**config.mk**
```make
export PLATFORM = sky130hd
export DESIGN_NAME = bfa_ram
export DESIGN_NICKNAME = d
export VERILOG_FILES = /design/src/rtl/bfa_ram.sv
export SDC_FILE = /design/constraint.sdc
export NUM_CORES = 2
export LEC_CHECK = 0
export BUFFER_PORTS_ARGS = -buffer_cell sky130_fd_sc_hd__buf_4
export CORE_UTILIZATION = 50
export DETAILED_ROUTE_END_ITERATION = 10
export PLACE_DENSITY = 0.61
export RECOVER_POWER = 100
export SETUP_SLACK_MARGIN = 0.05
export SLEW_MARGIN = 20
export SYNTH_ARGS = -nofsm -noshare
export SYNTH_HDL_FRONTEND = slang
export SYNTH_SLANG_ARGS = --single-unit
```
**constraint.sdc**
```tcl
create_clock -name clk -period 3.3 [get_ports clk]
set_clock_uncertainty 0.1 [all_clocks]
set_input_delay 0.165 -clock clk [delete_from_list [all_inputs] [get_ports clk]]
set_output_delay 0.165 -clock clk [all_outputs]
set_load 0.005 [all_outputs]
```
**src/rtl/bfa_ram.sv**
```systemverilog
module bfa_ram #(
    parameter int WIDTH = 8,
    parameter int DEPTH = 256
) (
    input  logic                     clk,
    input  logic                     we,
    input  logic [$clog2(DEPTH)-1:0] addr,
    input  logic [WIDTH-1:0]         wdata,
    output logic [WIDTH-1:0]         rdata
);

    logic [WIDTH-1:0] mem [DEPTH];

    always_ff @(posedge clk) begin
        if (we) begin
            mem[addr] <= wdata;
        end
        rdata <= mem[addr];
    end

endmodule

```
==> metrics.md <==
| Metric | Value |
|---|---|
| Status | `finished with violations` |
| Failing checks | `capacitance limit, slew limit` |
| Final Hold Vio Count | `0` |
| Via count | `38.53k` |
| Total congestion overflow | `0` |
| Die W | `398.2 um` |
| Final wirelength | `193.5 mm` |
| Hold path startpoint | `addr[3]` |
| Drc violations | `0` |
| Port Buffers | `25` |
| #FFs+latches synth | `2056` |
| CTS Buf Count | `201` |
| CTS resizes | `0` |
| Die area | `approximately 0.16 mm^2` |
| HPWL after DPL | `around 120 mm` |
| Max-cap viol count | `8` |
| DP Area | `about 0.084 mm^2` |
| Area of the core | `between 0.15 and 0.2 mm^2` |
| Crit path launch | `addr[1]` |
| CP required | `3880 ps` |
| Delay-heaviest family, CP | `buffers and inverters` |
| Class of the worst hold path | `in -> reg` |
| Pre-CTS setup slack | `-395.7 ps` |
| Drt via density | `6.231` |
| Kind of critical path | `in -> reg` |
| Slew HR | `-78.11%` |
| Largest net degree at the start of global routing | `132` |
| Max stage delay on crit path | `930 ps` |
| Post-layout net count | `3980` |
| Synthesized area | `slightly below 0.08 mm^2` |
| Tot Pwr | `approximately 54000 uW` |
| Avg Cell Area, Syn | `roughly 22 um^2` |
| Worst path cell trace | `buf_8, clkbuf_2, buf_4, mux4_2, a22oi_1, a21oi_1, o41ai_1, nand4_1` |
| CTS H-tree depth | `4` |
| Worst skew pair latency | `830 ps` |
| Post-route design area | `0.08955 mm^2` |
| Clock Pin Slew Worst Setup and Hold Paths | `~60 ps` |
| Sink Count | `~2k` |
| Synth unique cells | `22` |
| RSZ-0062 raised after global routing | `no` |
| Pwr dens | `602.0 mW/mm^2` |
| Total track usage | `between 20% and 30%` |
| CP bufs+invs | `3` |
| Critical path peak fanout | `between 50 and 60` |
| Slew Viols, Final | `684` |
| Clock buffer depth | `3` |
| Cell count after synthesis | `around 3.5k` |
| Slowest CP cell | `clkbuf_2` |
| Tmin final | `3186 ps` |
| DIE HEIGHT | `398.2 um` |
| Final ANT Viol Nets | `0` |
| Synth top area share | `78.35%` |
| Synthesis-to-finish area growth | `14.09%` |
| CP Depth | `8` |
| Achievable Freq | `313.9 MHz` |
| Vias in the first global route | `slightly below 40k` |
| Slew @ Worst Pin | `2672 ps` |
| Worst Setup End Kind | `flip-flop` |
| CTS tree | `built` |
| Seq/Total Area, Yosys | `about four fifths` |
| Worst setup SP type | `input port` |
| Critical Path AT | `~3800 ps` |
| Max VDD drop | `about 570 uV` |
| Share of layout cells above drive strength 1 | `24.54%` |
| Tcrit/Tclk final | `between 90 and 100%` |
| Avg WL per Cell | `approximately 31 um` |
| Iter 0 DRT Violations | `roughly 4.5k` |
| Final GP Congestion | `between 0.8 and 0.9` |
| Post-synth top area cell | `edfxtp_1` |
| Final setup margin | `114.2 ps` |
| TritonRoute pass-1 iters | `7` |
| Ports | `26` |
| Endpoints failing setup | `0` |
| Ys Warns | `0` |
| Leak pwr | `between 0.02 and 0.03 uW` |
| Global-route wire length before repair | `280.3 mm` |
| Hold path depth | `3` |
| Antenna violations before repair | `10` |
| Reg2Reg Depth | `6` |
| Rows | `145` |
| CTS root buf | `clkbuf_16` |
| Net Count, Synth | `3565` |
| Initial core utilization | `around half` |
| Crit Reg-Reg Startpoint | `mem[255][6]` |
| Largest cells by area after synthesis | `edfxtp_1, mux4_2, a22oi_1` |
==> synthesized netlist by cell type <==
| master | count |
|---|---|
| nand4_1 | 8 |
| a22oi_1 | 256 |
| buf_2 | 36 |
| buf_6 | 16 |
| a21oi_1 | 128 |
| nor3_1 | 30 |
| buf_1 | 19 |
| or2_2 | 2 |
| nand2_1 | 28 |
| or3_1 | 1 |
| o41ai_1 | 32 |
| buf_4 | 16 |
| inv_1 | 1 |
| nor2_1 | 232 |
| mux4_2 | 512 |
| and2_1 | 3 |
| edfxtp_1 | 2048 |
| nor2b_1 | 7 |
| clkbuf_1 | 145 |
| nand3_1 | 13 |
| dfxtp_1 | 8 |
| nand2b_1 | 6 |
==> worst reg2reg max path: stages, from the launching register on <==
cell	delay, ps
edfxtp_1	370
mux4_2	470
a22oi_1	400
a21oi_1	220
o41ai_1	590
clkbuf_1	400
nand4_1	170
==> registers in the layout (all words and copies together), names as in the netlist <==
register	flops
rdata	8
mem	2048
==> per-layer routing <==
metal | track usage [%] | part of all wire (%) | vias to the layer above | wire, um
li1 | - | - | 15920 | -
met1 | 35.80 | 41 | 20500 | 78570
met2 | 38.78 | 48 | 1821 | 93430
met3 | 5.138 | 8.6 | 283 | 16730
met4 | 6.472 | 2.4 | 6 | 4723
met5 | 0 | 0.018 | - | 34
==> layout by cell type, fill, tap and decap left out, types with 13 or more instances in the layout <==
| cell | instances |
|---|---|
| edfxtp_1 | 2048 |
| mux4_2 | 512 |
| a22oi_1 | 256 |
| clkbuf_1 | 252 |
| nor2_1 | 231 |
| clkbuf_16 | 202 |
| buf_4 | 137 |
| a21oi_1 | 128 |
| clkinv_1 | 56 |
| buf_12 | 44 |
| o41ai_1 | 31 |
| clkinv_2 | 29 |
| nand2_1 | 28 |
| nor3_1 | 27 |
| clkbuf_2 | 26 |
| bufinv_16 | 22 |
| nand3_1 | 13 |
==> worst paths after layout <==
| path | end | slack [ps] |
|---|---|---|
| worst max-delay path | rdata[5] | 110 |
| worst min-delay path | mem[193][6] | 110 |
| worst max register to register | rdata[6] | 450 |
| worst min register to register | rdata[2] | 840 |
==> layout make-up <==
type / instances / area, um^2
Multi-Input combinational cell: 1258 / 15780
Fill cell: 11420 / 66470
Antenna cell: 2 / 5.005
Clock buffer: 235 / 5179
Inverter: 1 / 3.754
Timing Repair Buffer: 444 / 3042
Tap cell: 2058 / 2575
Clock inverter: 130 / 1306
Sequential cell: 2056 / 61660
==> through the flow <==
step,utilization (%),cells,TNS (ps),hold WS (ps)
after floorplan,-,3547,0,163.9
after global placement,53.76,5805,-737.8,522.0
after detailed placement,53.79,5805,-813.0,524.0
after CTS,58.02,6182,0,22.44
after global routing,57.40,6183,0,89.14
final,57.40,6184,0,108.1
==> timing repair <==
| item | 4_1_cts | 5_1_grt |
|---|---|---|
| hold buffers | 12 | 0 |
| endpoints found under the hold margin | 400 | 0 |
| setup buffers | 0 | 0 |
==> cells by family after synthesis <==
logic type | share of synthesized area [%]
multiplexers | 14.69
buffers and inverters | 1.401
AND/OR/NAND/NOR | 1.733
AO/OA/AOI/OAI | 3.622
flip-flops | 78.55
==> report_power, final <==
part / switching (uW) / total (uW) / leakage, uW / internal [uW]
sequential: 34.8 / 28800 / 0.0185 / 28800
clock: 9590 / 22500 / 0.00314 / 12900
combinational: 1620 / 2540 / 0.00568 / 925
No activity file was read; power rests on OpenSTA's default activity.
